$ cat config.mk
export PLATFORM = sky130hd
export DESIGN_NAME = log_line_timestamp_parser_core
export DESIGN_NICKNAME = d
export VERILOG_FILES = /design/src/rtl/lltp_pkg.sv /design/src/rtl/lltp_char_parser.sv /design/src/rtl/log_line_timestamp_parser_core.sv
export SDC_FILE = /design/constraint.sdc
export NUM_CORES = 2
export LEC_CHECK = 0
export BUFFER_PORTS_ARGS = -buffer_cell sky130_fd_sc_hd__buf_2
export CAP_MARGIN = 20
export CELL_PAD_IN_SITES_DETAIL_PLACEMENT = 1
export CELL_PAD_IN_SITES_GLOBAL_PLACEMENT = 1
export CORE_UTILIZATION = 40
export CTS_CLUSTER_SIZE = 14
export DETAILED_ROUTE_END_ITERATION = 6
export PLACE_DENSITY = 0.74
export SYNTH_ARGS = -nofsm -noshare
export SYNTH_HDL_FRONTEND = slang
export SYNTH_SLANG_ARGS = --single-unit
$ cat constraint.sdc
create_clock -name clock -period 11.27 [get_ports clock]
set_input_delay 2.254 -clock clock [delete_from_list [all_inputs] [get_ports clock]]
set_output_delay 2.254 -clock clock [all_outputs]
set_load 0.03 [all_outputs]
$ cat src/rtl/lltp_pkg.sv
`default_nettype none
// ----------------------------------------------------------------------------
// lltp_pkg
// Shared types, character constants and helpers for the log line timestamp
// parser: request/response payloads, parse phases, format and unit codes.
// ----------------------------------------------------------------------------
package lltp_pkg;

   localparam int unsigned VALUE_W = 63;
   localparam int unsigned MULT_W  = 30;

   localparam logic [VALUE_W-1:0] VALUE_MAX = {VALUE_W{1'b1}};

   localparam logic [7:0] CH_SPACE   = 8'h20;
   localparam logic [7:0] CH_TAB     = 8'h09;
   localparam logic [7:0] CH_CR      = 8'h0D;
   localparam logic [7:0] CH_HASH    = 8'h23;
   localparam logic [7:0] CH_AT      = 8'h40;
   localparam logic [7:0] CH_LBRACK  = 8'h5B;
   localparam logic [7:0] CH_RBRACK  = 8'h5D;
   localparam logic [7:0] CH_COLON   = 8'h3A;
   localparam logic [7:0] CH_EQUAL   = 8'h3D;
   localparam logic [7:0] CH_ZERO    = 8'h30;
   localparam logic [7:0] CH_NINE    = 8'h39;
   localparam logic [7:0] CH_UP_A    = 8'h41;
   localparam logic [7:0] CH_UP_Z    = 8'h5A;
   localparam logic [7:0] CH_LO_A    = 8'h61;
   localparam logic [7:0] CH_LO_Z    = 8'h7A;
   localparam logic [7:0] CH_CASE    = 8'h20;
   localparam logic [7:0] CH_LO_T    = 8'h74;
   localparam logic [7:0] CH_LO_I    = 8'h69;
   localparam logic [7:0] CH_LO_M    = 8'h6D;
   localparam logic [7:0] CH_LO_E    = 8'h65;
   localparam logic [7:0] CH_LO_N    = 8'h6E;
   localparam logic [7:0] CH_LO_P    = 8'h70;
   localparam logic [7:0] CH_LO_F    = 8'h66;
   localparam logic [7:0] CH_LO_U    = 8'h75;
   localparam logic [7:0] CH_LO_S    = 8'h73;

   localparam logic [MULT_W-1:0] MULT_ONE  = MULT_W'(1);
   localparam logic [MULT_W-1:0] MULT_KILO = MULT_W'(1000);
   localparam logic [MULT_W-1:0] MULT_MEGA = MULT_W'(1000000);
   localparam logic [MULT_W-1:0] MULT_GIGA = MULT_W'(1000000000);

   typedef struct packed {
      logic       char_valid;
      logic [7:0] character;
      logic       line_end;
   } req_type;

   typedef struct packed {
      logic               found;
      logic [VALUE_W-1:0] timestamp;
      logic               clamped;
   } rsp_type;

   typedef enum logic [15:0] {
      PH_START      = 16'h0001,
      PH_LEAD_WS    = 16'h0002,
      PH_DIGITS     = 16'h0004,
      PH_BR_WS      = 16'h0008,
      PH_BR_DIGITS  = 16'h0010,
      PH_BR_WAIT    = 16'h0020,
      PH_TIME_I     = 16'h0040,
      PH_TIME_M     = 16'h0080,
      PH_TIME_E     = 16'h0100,
      PH_TIME_SEP   = 16'h0200,
      PH_NUM_DIGITS = 16'h0400,
      PH_SUF_WS     = 16'h0800,
      PH_UNIT_ONE   = 16'h1000,
      PH_UNIT_TWO   = 16'h2000,
      PH_DONE       = 16'h4000,
      PH_REJECT     = 16'h8000
   } phase_type;

   typedef enum logic [2:0] {
      FMT_NONE    = 3'd0,
      FMT_MARK    = 3'd1,
      FMT_BRACKET = 3'd2,
      FMT_TIME    = 3'd3,
      FMT_NUMBER  = 3'd4
   } format_type;

   typedef enum logic [2:0] {
      U_NONE = 3'd0,
      U_N    = 3'd1,
      U_P    = 3'd2,
      U_F    = 3'd3,
      U_U    = 3'd4,
      U_M    = 3'd5,
      U_S    = 3'd6
   } unit_type;

   typedef enum logic [1:0] {
      SC_ONE  = 2'd0,
      SC_KILO = 2'd1,
      SC_MEGA = 2'd2,
      SC_GIGA = 2'd3
   } scale_type;

   // One finished line as handed from the character parser to the scaler.
   typedef struct packed {
      logic               found;
      logic [VALUE_W-1:0] value;
      logic               ovf;
      scale_type          scale;
   } fin_type;

   function automatic logic is_ws(input logic [7:0] c);
      return (c == CH_SPACE) || (c inside {[CH_TAB:CH_CR]});
   endfunction

   function automatic logic is_digit(input logic [7:0] c);
      return c inside {[CH_ZERO:CH_NINE]};
   endfunction

   function automatic logic [7:0] to_lower(input logic [7:0] c);
      return (c inside {[CH_UP_A:CH_UP_Z]}) ? (c + CH_CASE) : c;
   endfunction

   function automatic logic is_alpha(input logic [7:0] c);
      return to_lower(c) inside {[CH_LO_A:CH_LO_Z]};
   endfunction

   function automatic unit_type first_unit(input logic [7:0] c);
      unit_type u;
      case (to_lower(c))
         CH_LO_N: u = U_N;
         CH_LO_P: u = U_P;
         CH_LO_F: u = U_F;
         CH_LO_U: u = U_U;
         CH_LO_M: u = U_M;
         CH_LO_S: u = U_S;
         default: u = U_NONE;
      endcase
      return u;
   endfunction

   function automatic logic [MULT_W-1:0] scale_factor(input scale_type s);
      logic [MULT_W-1:0] m;
      case (s)
         SC_ONE:  m = MULT_ONE;
         SC_KILO: m = MULT_KILO;
         SC_MEGA: m = MULT_MEGA;
         SC_GIGA: m = MULT_GIGA;
         default: m = MULT_ONE;
      endcase
      return m;
   endfunction

endpackage
`default_nettype wire

$ cat src/rtl/lltp_char_parser.sv
`default_nettype none
// ----------------------------------------------------------------------------
// lltp_char_parser
// Per-character parse state machine: format pick, digit accumulation with
// saturation, unit word decode; presents the finished line on line end.
// ----------------------------------------------------------------------------
module lltp_char_parser
   import lltp_pkg::*;
(
   input  logic    clock,
   input  logic    reset,
   input  logic    take,
   input  req_type item,
   output fin_type fin
);

   phase_type          phase_ff, phase_in;
   format_type         format_ff, format_in;
   unit_type           unit_ff, unit_in;
   logic [VALUE_W-1:0] acc_ff, acc_in;
   logic               ovf_ff, ovf_in;
   logic               closed_ff, closed_in;
   logic               seen_ff, seen_in;

   logic [7:0]         c;
   logic [7:0]         lc;
   logic               do_digit;
   logic [VALUE_W+3:0] dig_sum;
   logic               dig_over;
   logic               found;
   scale_type          scale;

   assign c  = item.character;
   assign lc = to_lower(c);

   // acc*10 + digit, wide enough to see overflow past the maximum
   assign dig_sum  = {1'b0, acc_ff, 3'b000} + {3'b000, acc_ff, 1'b0}
                   + {{VALUE_W{1'b0}}, c[3:0]};
   assign dig_over = |dig_sum[VALUE_W+3:VALUE_W];

   always_comb begin
      phase_in  = phase_ff;
      format_in = format_ff;
      unit_in   = unit_ff;
      acc_in    = acc_ff;
      ovf_in    = ovf_ff;
      closed_in = closed_ff;
      seen_in   = seen_ff;
      do_digit  = 1'b0;

      if (item.char_valid) begin
         case (phase_ff)
            PH_START: begin
               if (is_ws(c)) begin
                  phase_in = PH_START;
               end else if (c == CH_HASH || c == CH_AT) begin
                  format_in = FMT_MARK;
                  phase_in  = PH_LEAD_WS;
               end else if (c == CH_LBRACK) begin
                  format_in = FMT_BRACKET;
                  phase_in  = PH_BR_WS;
               end else if (lc == CH_LO_T) begin
                  format_in = FMT_TIME;
                  phase_in  = PH_TIME_I;
               end else if (is_digit(c)) begin
                  format_in = FMT_NUMBER;
                  phase_in  = PH_NUM_DIGITS;
                  do_digit  = 1'b1;
               end else begin
                  phase_in = PH_REJECT;
               end
            end
            PH_LEAD_WS: begin
               if (is_ws(c)) begin
                  phase_in = PH_LEAD_WS;
               end else if (is_digit(c)) begin
                  phase_in = PH_DIGITS;
                  do_digit = 1'b1;
               end else begin
                  phase_in = PH_REJECT;
               end
            end
            PH_DIGITS: begin
               if (is_digit(c)) do_digit = 1'b1;
               else phase_in = PH_DONE;
            end
            PH_BR_WS: begin
               if (is_ws(c)) begin
                  phase_in = PH_BR_WS;
               end else if (is_digit(c)) begin
                  phase_in = PH_BR_DIGITS;
                  do_digit = 1'b1;
               end else begin
                  phase_in = PH_REJECT;
               end
            end
            PH_BR_DIGITS: begin
               if (is_digit(c)) begin
                  do_digit = 1'b1;
               end else if (c == CH_RBRACK) begin
                  closed_in = 1'b1;
                  phase_in  = PH_DONE;
               end else begin
                  phase_in = PH_BR_WAIT;
               end
            end
            PH_BR_WAIT: begin
               if (c == CH_RBRACK) begin
                  closed_in = 1'b1;
                  phase_in  = PH_DONE;
               end
            end
            PH_TIME_I: phase_in = (lc == CH_LO_I) ? PH_TIME_M : PH_REJECT;
            PH_TIME_M: phase_in = (lc == CH_LO_M) ? PH_TIME_E : PH_REJECT;
            PH_TIME_E: phase_in = (lc == CH_LO_E) ? PH_TIME_SEP : PH_REJECT;
            PH_TIME_SEP: begin
               if (!is_ws(c)) begin
                  phase_in = (c == CH_COLON || c == CH_EQUAL) ? PH_LEAD_WS : PH_REJECT;
               end
            end
            PH_NUM_DIGITS, PH_SUF_WS: begin
               if (phase_ff == PH_NUM_DIGITS && is_digit(c)) begin
                  do_digit = 1'b1;
               end else if (is_ws(c)) begin
                  phase_in = PH_SUF_WS;
               end else if (is_alpha(c)) begin
                  unit_in  = first_unit(c);
                  phase_in = (first_unit(c) == U_NONE) ? PH_REJECT : PH_UNIT_ONE;
               end else begin
                  phase_in = PH_DONE;
               end
            end
            PH_UNIT_ONE: begin
               if (is_alpha(c)) begin
                  phase_in = (unit_ff != U_S && lc == CH_LO_S) ? PH_UNIT_TWO : PH_REJECT;
               end else begin
                  phase_in = (unit_ff == U_S) ? PH_DONE : PH_REJECT;
               end
            end
            PH_UNIT_TWO: phase_in = is_alpha(c) ? PH_REJECT : PH_DONE;
            default: phase_in = phase_ff;
         endcase
      end

      if (do_digit) begin
         seen_in = 1'b1;
         if (!ovf_ff) begin
            if (dig_over) begin
               acc_in = VALUE_MAX;
               ovf_in = 1'b1;
            end else begin
               acc_in = dig_sum[VALUE_W-1:0];
            end
         end
      end
   end

   // Line verdict from the state after this item's character
   always_comb begin
      case (phase_in)
         PH_DIGITS, PH_NUM_DIGITS, PH_SUF_WS, PH_UNIT_TWO: found = seen_in;
         PH_UNIT_ONE: found = seen_in && (unit_in == U_S);
         PH_DONE:     found = seen_in && (format_in != FMT_BRACKET || closed_in);
         default:     found = 1'b0;
      endcase

      scale = SC_ONE;
      if (found && format_in == FMT_NUMBER) begin
         case (unit_in)
            U_U:     scale = SC_KILO;
            U_M:     scale = SC_MEGA;
            U_S:     scale = SC_GIGA;
            default: scale = SC_ONE;
         endcase
      end

      fin.found = found;
      fin.value = found ? acc_in : '0;
      fin.ovf   = found && ovf_in;
      fin.scale = scale;
   end

   always_ff @(posedge clock) begin
      if (reset || (take && item.line_end)) begin
         phase_ff  <= PH_START;
         format_ff <= FMT_NONE;
         unit_ff   <= U_NONE;
         acc_ff    <= '0;
         ovf_ff    <= 1'b0;
         closed_ff <= 1'b0;
         seen_ff   <= 1'b0;
      end else if (take) begin
         phase_ff  <= phase_in;
         format_ff <= format_in;
         unit_ff   <= unit_in;
         acc_ff    <= acc_in;
         ovf_ff    <= ovf_in;
         closed_ff <= closed_in;
         seen_ff   <= seen_in;
      end
   end

endmodule
`default_nettype wire

$ cat src/rtl/log_line_timestamp_parser_core.sv
`default_nettype none
// ----------------------------------------------------------------------------
// log_line_timestamp_parser_core
// Streams one text line a character per request and reports the leading
// timestamp of the line, scaled to nanoseconds, when the line ends.
// ----------------------------------------------------------------------------
// Usage:
//   Request channel (req_valid / req_stall / req_data) carries one character
//   slot per request, with char_valid and line_end flags. Every request is
//   taken while req_stall is low; one character per cycle is sustained then.
//   Response channel (rsp_valid / rsp_stall / rsp_data) carries one response
//   per request with line_end set: found, timestamp, clamped.
//   Pipeline: a line-end request passes the parse into stage one, two
//   partial-product multiply stages for the unit scaling, and a final
//   add/compare into the output register.
//   Throughput: one request per cycle, line ends included, unless stalled;
//   the scaling pipeline is set by the 63 x 30 bit multiply split in two halves.
//   Stall: rsp_stall holds the output register; the stages behind it fill
//   bubbles first, and req_stall rises only when the first stage is full
//   and cannot advance.
//   Reset: synchronous, active high; clears the parse state and all stage
//   valid flags. No responses are pending after reset.
// ----------------------------------------------------------------------------
module log_line_timestamp_parser_core
   import lltp_pkg::*;
(
   input  logic    clock,
   input  logic    reset,
   input  logic    req_valid,
   output logic    req_stall,
   input  req_type req_data,
   output logic    rsp_valid,
   input  logic    rsp_stall,
   output rsp_type rsp_data
);

   fin_type fin;
   logic    req_take;

   // stage load enables, from the output back to the input
   logic take_out, take3, take2, take1;

   // stage 1: finished line from the parser
   logic               v1_ff;
   logic               found1_ff;
   logic               ovf1_ff;
   logic [VALUE_W-1:0] acc1_ff;
   scale_type          scale1_ff;
   logic [MULT_W-1:0]  mult1;
   logic [61:0]        lo_prod;

   // stage 2: low partial product done, high half pending
   logic               v2_ff;
   logic               found2_ff;
   logic               ovf2_ff;
   logic [30:0]        hi_acc2_ff;
   logic [MULT_W-1:0]  mult2_ff;
   logic [61:0]        lo2_ff;
   logic [60:0]        hi_prod;

   // stage 3: both partial products
   logic               v3_ff;
   logic               found3_ff;
   logic               ovf3_ff;
   logic [60:0]        hi3_ff;
   logic [61:0]        lo3_ff;
   logic [93:0]        prod_full;
   logic               prod_over;
   rsp_type            rsp_in;

   // output register
   logic               rsp_valid_ff;
   rsp_type            rsp_data_ff;

   assign take_out = !rsp_valid_ff || !rsp_stall;
   assign take3    = !v3_ff || take_out;
   assign take2    = !v2_ff || take3;
   assign take1    = !v1_ff || take2;

   assign req_stall = !take1;
   assign req_take  = req_valid && !req_stall;

   lltp_char_parser u_parser (
      .clock (clock),
      .reset (reset),
      .take  (req_take),
      .item  (req_data),
      .fin   (fin)
   );

   // Low half of acc times the unit factor
   assign mult1   = scale_factor(scale1_ff);
   assign lo_prod = {30'b0, acc1_ff[31:0]} * {32'b0, mult1};

   // High half of acc times the unit factor
   assign hi_prod = {30'b0, hi_acc2_ff} * {31'b0, mult2_ff};

   // Combine halves; anything at or above bit 63 means the scaled value
   // passed the maximum. An earlier digit overflow already holds the max.
   assign prod_full = {1'b0, hi3_ff, 32'b0} + {32'b0, lo3_ff};
   assign prod_over = |prod_full[93:VALUE_W];

   always_comb begin
      rsp_in.found     = found3_ff;
      rsp_in.timestamp = prod_over ? VALUE_MAX : prod_full[VALUE_W-1:0];
      rsp_in.clamped   = ovf3_ff || prod_over;
   end

   // Valid flags
   always_ff @(posedge clock) begin
      if (reset) begin
         v1_ff        <= 1'b0;
         v2_ff        <= 1'b0;
         v3_ff        <= 1'b0;
         rsp_valid_ff <= 1'b0;
      end else begin
         if (take1)    v1_ff        <= req_take && req_data.line_end;
         if (take2)    v2_ff        <= v1_ff;
         if (take3)    v3_ff        <= v2_ff;
         if (take_out) rsp_valid_ff <= v3_ff;
      end
   end

   // Payload: hold while the stage ahead is stalled
   always_ff @(posedge clock) begin
      if (take1) begin
         found1_ff <= fin.found;
         ovf1_ff   <= fin.ovf;
         acc1_ff   <= fin.value;
         scale1_ff <= fin.scale;
      end
      if (take2) begin
         found2_ff  <= found1_ff;
         ovf2_ff    <= ovf1_ff;
         hi_acc2_ff <= acc1_ff[VALUE_W-1:32];
         mult2_ff   <= mult1;
         lo2_ff     <= lo_prod;
      end
      if (take3) begin
         found3_ff <= found2_ff;
         ovf3_ff   <= ovf2_ff;
         hi3_ff    <= hi_prod;
         lo3_ff    <= lo2_ff;
      end
      if (take_out) begin
         rsp_data_ff <= rsp_in;
      end
   end

   assign rsp_valid = rsp_valid_ff;
   assign rsp_data  = rsp_data_ff;

   // Stall the requester only when stage one is occupied
   a_stall_needs_full: assert property (@(posedge clock) disable iff (reset)
      req_stall |-> v1_ff)
      else $error("req_stall raised with stage one empty");

   // A finished stage three reaches the output when the output can take it
   a_stage3_moves: assert property (@(posedge clock) disable iff (reset)
      (v3_ff && take_out) |=> rsp_valid_ff)
      else $error("stage three response lost");

   // A clamped response carries the saturated maximum and a found line
   a_clamp_value: assert property (@(posedge clock) disable iff (reset)
      (rsp_valid_ff && rsp_data_ff.clamped) |->
         (rsp_data_ff.found && rsp_data_ff.timestamp == VALUE_MAX))
      else $error("clamped response without maximum value");

   // Line end with free pipe lands in stage one on the next cycle
   a_line_end_enters: assert property (@(posedge clock) disable iff (reset)
      (req_take && req_data.line_end) |=> v1_ff)
      else $error("line end request did not enter the pipeline");

endmodule
`default_nettype wire
# Yosys cells after proc, flatten, opt, wreduce, memory -nomap -nowiden
# Cells that the tools add are included.
[word_totals] wordCells=193 ff_bits=474 out_inout_bits=67 in_bits=14
[classes] n_reduce_logical=36 add_sub_neg=4 n_lt_le_gt_ge=8 n_eq_ne=46 mul=2 mux=70
[op_table] op="$mux W16" count=26
[op_table] op="$pmux W16 S13" count=1
[op_table] op="$mux W63" count=3
[op_table] op="$pmux W30 S4" count=1
[op_table] op="$eq A8 B7 Y1 const B" count=12
[op_table] op="$add A93 B62 Y94" count=1
[op_table] op="$add A66 B64 Y67" count=1
[op_table] op="$add A67 B4 Y67" count=1
[op_table] op="$mul A32 B30 Y62" count=1
[op_table] op="$mul A31 B30 Y61" count=1
[op_table] op="$mux W3" count=17
[op_table] op="$eq A16 B11 Y1 const B" count=2
[op_table] op="$eq A16 B12 Y1 const B" count=2
[op_table] op="$eq A16 B13 Y1 const B" count=2
[op_table] op="$eq A16 B14 Y1 const B" count=2
[op_table] op="$eq A16 B3 Y1 const B" count=2
[op_table] op="$eq A8 B6 Y1 const B" count=4
[op_table] op="$reduce_or A31 Y1" count=1
[op_table] op="$pmux W3 S6" count=1
[op_table] op="$eq A16 B1 Y1 const B" count=1
[op_table] op="$eq A16 B10 Y1 const B" count=1
[op_table] op="$eq A16 B15 Y1 const B" count=1
[op_table] op="$eq A16 B2 Y1 const B" count=1
[op_table] op="$eq A16 B4 Y1 const B" count=1
[op_table] op="other kinds (31)" count=80

# Logic depth before layout (Yosys ltp)
[logic_depth] ltp_word=21 mapped_depth=33 mapped_depth_nobuf=31

# By module
# Synthesis repeated with hierarchy kept, for this count alone.
[hier_totals] cells_unflattened=7037 area_unflattened_um2=70071.0
[by_module_without_submodules] module="log_line_timestamp_parser_core" cells_each=5633 area_each_um2=59171.8 seq_area_each_um2=10860.4 n_inst=1
[by_module_without_submodules] module="lltp_char_parser" cells_each=1404 area_each_um2=10899.2 seq_area_each_um2=1761.7 n_inst=1

# Worst setup path after synthesis
# OpenSTA, ideal clock, no wires.
[synth_timing] path_kind="flip-flop to flip-flop" startpoint="reg scale1_ff[1]" endpoint="reg lo2_ff[61], data pin" period_less_slack_ns=8.560 path_stages_with_launch=32 setup_time_ns=0.260 slack_ns=2.710 required_time_ns=11.010 n_path_buf=3 arrival_time_ns=8.300 path_cell_list="edfxtp_1 > ha_1 > clkbuf_1 > clkbuf_1 > clkbuf_1 > nand2_1 > inv_1 > fa_1 > fa_1 > inv_1 > fa_1 > inv_1 > fa_1 > inv_1 > fa_1 > inv_1 > fa_1 > fa_1 > ha_1 > ha_1 > a21o_1 > a21o_1 > a21oi_1 > o21ai_0 > a211oi_1 > o22ai_1 > a21oi_1 > o21ai_0 > or4_1 > a31oi_1 > o21ai_0 > xnor2_1"
[synth_between] elab_chain_len=3 elab_cells_between_ends=6 classes_between="1 x mul; 3 x eq/ne; 1 x mux; 1 x reduce/logical"
[synth_rtl] item="from (decl)" line_no="log_line_timestamp_parser_core.sv:48" text="scale_type scale1_ff;"
[synth_rtl] item="from (signal assigned)" line_no="log_line_timestamp_parser_core.sv:130" text="scale1_ff <= fin.scale;"
[synth_rtl] item="$eq A2 B2 Y1, or another cell as far along" line_no="lltp_pkg.sv:141" text="case (s)"
[synth_rtl] item="$pmux W30 S4 *" line_no="lltp_pkg.sv:141"
[synth_rtl] item="via mult1[11]" line_no="log_line_timestamp_parser_core.sv:49" text="logic [MULT_W-1:0] mult1;"
[synth_rtl] item="$mul A32 B30 Y62 *" line_no="log_line_timestamp_parser_core.sv:93" text="assign lo_prod = {30'b0, acc1_ff[31:0]} * {32'b0, mult1};"
[synth_rtl] item="via lo_prod[61]" line_no="log_line_timestamp_parser_core.sv:50" text="logic [61:0] lo_prod;"
[synth_rtl] item="to (signal assigned)" line_no="log_line_timestamp_parser_core.sv:137" text="lo2_ff <= lo_prod;"
[synth_rtl] item="to (decl)" line_no="log_line_timestamp_parser_core.sv:58" text="logic [61:0] lo2_ff;"
# Mark *: on every way through the listed nets, which the timed path passes. The rest lies on a longest branch. The select of a mux whose other input is x is not followed.
# A chain may end at the register's enable or synchronous reset.

# Final worst setup path
# Same ends and word-level chain as after synthesis.

==> run_results.csv <==
group,metric,value,unit
placed_design,pre_cts_ws,1390,ps
critical_path,start_kind,"flip-flop",
logic_synthesis,async_reset_ff_share,0,%
clock_network,clock_path_buffers,3,
timing,final-hold-violation-count,0,
timing,post-route-min-period,9830,ps
floorplan,ios,81,
global_route,use_met2,38.6,%
logic_synthesis,yosysWarnings,0,
power_and_ir_drop,seq_power_share,47.5,%
timing,worst_slack,1440,ps
critical_path,crit_type,"reg2reg",
global_route,met3_usage,2.75,%
cells_and_area,register_area,12600,um^2
power_and_ir_drop,p_sw_share,23.3,%
power_and_ir_drop,p_int,0.00288,W
timing,tightest_slew,1120,ps
global_route,met1_usage,30.6,%
global_route,grt_max_degree,120,
global_route,grt_usage,22.8,%
floorplan,die_y,413,um
placed_design,portBuffers,80,
logic_synthesis,synthXorXnorAreaFrac,2.78,%
power_and_ir_drop,pwr-share-clk,50.0,%
placed_design,dpl-instance-area,70300,um^2
power_and_ir_drop,totalPowerFinal,0.00376,W
power_and_ir_drop,vdd_ir_drop_max,0.108,mV
clock_network,cts_hold_buf,0,
clock_network,tritoncts,"built",
timing,slew_violations,0,
logic_synthesis,synth_area_leaders,"fa_1 (32%), ha_1 (18%), edfxtp_1 (16%), inv_1 (9.0%), dfxtp_1 (2.7%)",
logic_synthesis,synth_top_area_share,31.9,%
floorplan,placementRows,150,
floorplan,die_w,413,um
clock_network,clock_sinks,451,
critical_path,crit_required,11700,ps
timing,hold-worst-slack,419,ps
flow_run,drv_cap,0,
clock_network,cts-resized-gates,0,
logic_synthesis,avgSynthCellArea,10.0,um^2
clock_network,clk_latency,680,ps
global_route,busiest_layer,"met2",
worst_hold_path,hp-class,"reg2reg",
global_route,grt_pass1_wl,302000,um
routing,antenna_left,0,
logic_synthesis,synthAdderAreaFrac,49.9,%
logic_synthesis,synthMuxAreaShare,0.211,%
cells_and_area,drive_gt1_share,3.79,%
power_and_ir_drop,p_sw,0.000876,W
cells_and_area,syn_to_final_growth,7.06,%
power_and_ir_drop,p_comb_share,2.5,%
clock_network,cts_buffers,55,
logic_synthesis,synthFlopType,"edfxtp_1",
clock_network,root_buffer,"clkbuf_16",
clock_network,post-cts-setup-buffers,0,
timing,setup_tns,0,ps
global_route,grt_pass1_vias,53180,
logic_synthesis,yosysUniqueCellTypes,94,
floorplan,die_area,170000,um^2
timing,clock_skew,45.6,ps
routing,drt-wirelength-per-cell,21.4,um
clock_network,clkTransAtPathRegs,70,ps
routing,vias,47282,
cells_and_area,nets,8790,
logic_synthesis,synth_top_family_by_area,"adder cells",
critical_path,crit_path_end_kind,"flip-flop",
logic_synthesis,netlist_area,67500,um^2
critical_path,cpMostUsedCell,"fa_1",
cells_and_area,nFillCells,18837,
floorplan,start_util,40.3,%
critical_path,slowest_stage,"ha_1",
timing,setup_viol,0,
cells_and_area,stdcell_area,72300,um^2
logic_synthesis,syn_inst,6725,
logic_synthesis,syn_nets,8785,
logic_synthesis,synth_compound_area_share,9.34,%
timing,rsz0062_at_grt,"no",
routing,routed_via_density,5.26,
critical_path,crit_fanout,20,
placed_design,place.gp.congestion,0.939,
critical_path,worstPathArrival,10260,ps
cells_and_area,multi_input_area,48300,um^2
timing,maxSlewHeadroom,25.4,%
timing,min_period_over_period,87.3,%
routing,wl,192000,um
logic_synthesis,synth_edf_count,359,
floorplan,core-area,167000,um^2
clock_network,htreeDepth,2,
critical_path,max_stage_delay,990,ps
placed_design,dp_hpwl,164000,um
global_route,grt_antenna_before_repair,4,
global_route,grt_overflow,0,
logic_synthesis,synth-seq-area-share,18.7,%
logic_synthesis,ys_seq_elements,451,
power_and_ir_drop,p_leak,38.9,nW
routing,drt-pass1-iter-count,5,
routing,drcViolationCount,0,
logic_synthesis,synth-simple-area-share,9.14,%
timing,fmaxAchievable,102,MHz
logic_synthesis,yosys.area.top_type,"fa_1",
power_and_ir_drop,cellPowerDensity,52.0,nW/um^2
status,outcome,"completed",
routing,drt-initial-drc-count,2439,
-- per-stage QoR --
stage	instances	utilization (%)
CTS	8977	43.1
global placement	8874	42.0
floorplan	6725	-
global route	8980	43.2
finish	8982	43.2
detailed placement	8874	42.0
-- synthesized netlist by cell type (17+ instances only) --
cell	n
nand4_1	42
o21a_1	24
a31oi_1	96
o21bai_1	32
dfxtp_1	92
a21oi_1	280
a211oi_1	36
nand2b_1	62
o21ai_0	215
inv_1	1612
fa_1	1076
nand3_1	83
buf_2	17
o21ai_1	34
nor2b_1	71
nor2_1	178
and3_1	44
ha_1	970
xnor2_1	139
and2_1	206
edfxtp_1	359
nand2_1	407
clkbuf_1	134
a21o_1	137
xor2_1	75
nor3_1	37
-- flip-flops by register name, indices dropped and copies added, names as in the netlist, 2 cells and up --
signal and flops:
acc1_ff 63, u_parser.phase_ff 16, hi_acc2_ff 31, lo2_ff 62, lo3_ff 62, hi3_ff 61, u_parser.format_ff 3, scale1_ff 2
mult2_ff 7, u_parser.acc_ff 63, u_parser.unit_ff 3, rsp_data 65
-- power groups by stage --
stage	registers, W	clock network [W]	logic (W)
floorplan	0.00183	0	0.0000548
CTS	0.00179	0.00192	0.0000955
global placement	0.00182	0	0.0000931
global route	0.00179	0.00198	0.000103
detailed placement	0.00182	0	0.0000949
finish	0.00179	0.00188	0.0000943
-- cell families (layout without fill, tap and decap cells) --
group                      count (synthesis)  after routing
other                                      0              2
adders and majority gates               2047           2047
xor gates and xnor gates                 214            214
buffers and inverters                   1775           1826
AOI/OAI and AO/OA                       1006           1006
muxes                                     14             14
DFF                                      451            451
and+or+nand+nor                         1218           1218
-- cells in the final DEF, fill, tap and decap left out, types with 14 or more instances in the layout --
cell type,synthesis,final
a211oi_1,36,36
buf_4,1,28
o21a_1,24,24
buf_2,17,80
inv_1,1612,1611
xor2_1,75,75
xnor2_1,139,139
and2_1,206,206
nor2b_1,71,71
nor3_1,37,36
a21oi_1,280,279
ha_1,970,968
a21o_1,137,137
o21ai_0,215,215
nand2_1,407,405
edfxtp_1,359,359
o21ai_1,34,34
a31oi_1,96,96
o211ai_1,14,14
clkbuf_16,0,55
nand4_1,42,42
o21bai_1,32,32
nor2_1,178,177
o31ai_1,15,15
nand2b_1,62,62
and3_1,44,44
fa_1,1076,1076
dfxtp_1,92,92
nand3_1,83,82
-- path summary, 6_finish.rpt --
path	endpoint	start	slack (ps)	cells past startpoint
worst max-delay path	lo2_ff[61]	scale1_ff[1]	1440	30
worst min-delay path	lo3_ff[38]	lo2_ff[38]	420	0
worst max register to register	lo2_ff[61]	scale1_ff[1]	1440	30
worst min register to register	lo3_ff[38]	lo2_ff[38]	420	0
-- critical path, delay by kind of cell, from the launching register on --
kind	cells	cell delay (ps)
adder cells (fa/ha/maj)	10	5200
AO/OA/AOI/OAI	10	2000
buffers and inverters	7	870
flip-flops	1	770
AND/OR/NAND/NOR	2	600
XOR/XNOR	1	150
-- cell type report --
cell class | count | share of cell area (%)
Timing Repair Buffer | 111 | 0.941
Multi-Input combinational cell | 4499 | 66.8
Clock buffer | 64 | 2.01
Clock inverter | 39 | 0.649
Tap cell | 2204 | 3.81
Inverter | 1612 | 8.38
Sequential cell | 451 | 17.5
Antenna cell | 2 | 0.00692
-- routing by layer --
metal | vias up | wire length [um]
met5 | - | 13
met4 | 2 | 5720
met3 | 253 | 8460
met2 | 951 | 91600
met1 | 24444 | 86100
li1 | 21632 | -
(Power assumes the default switching activity.)
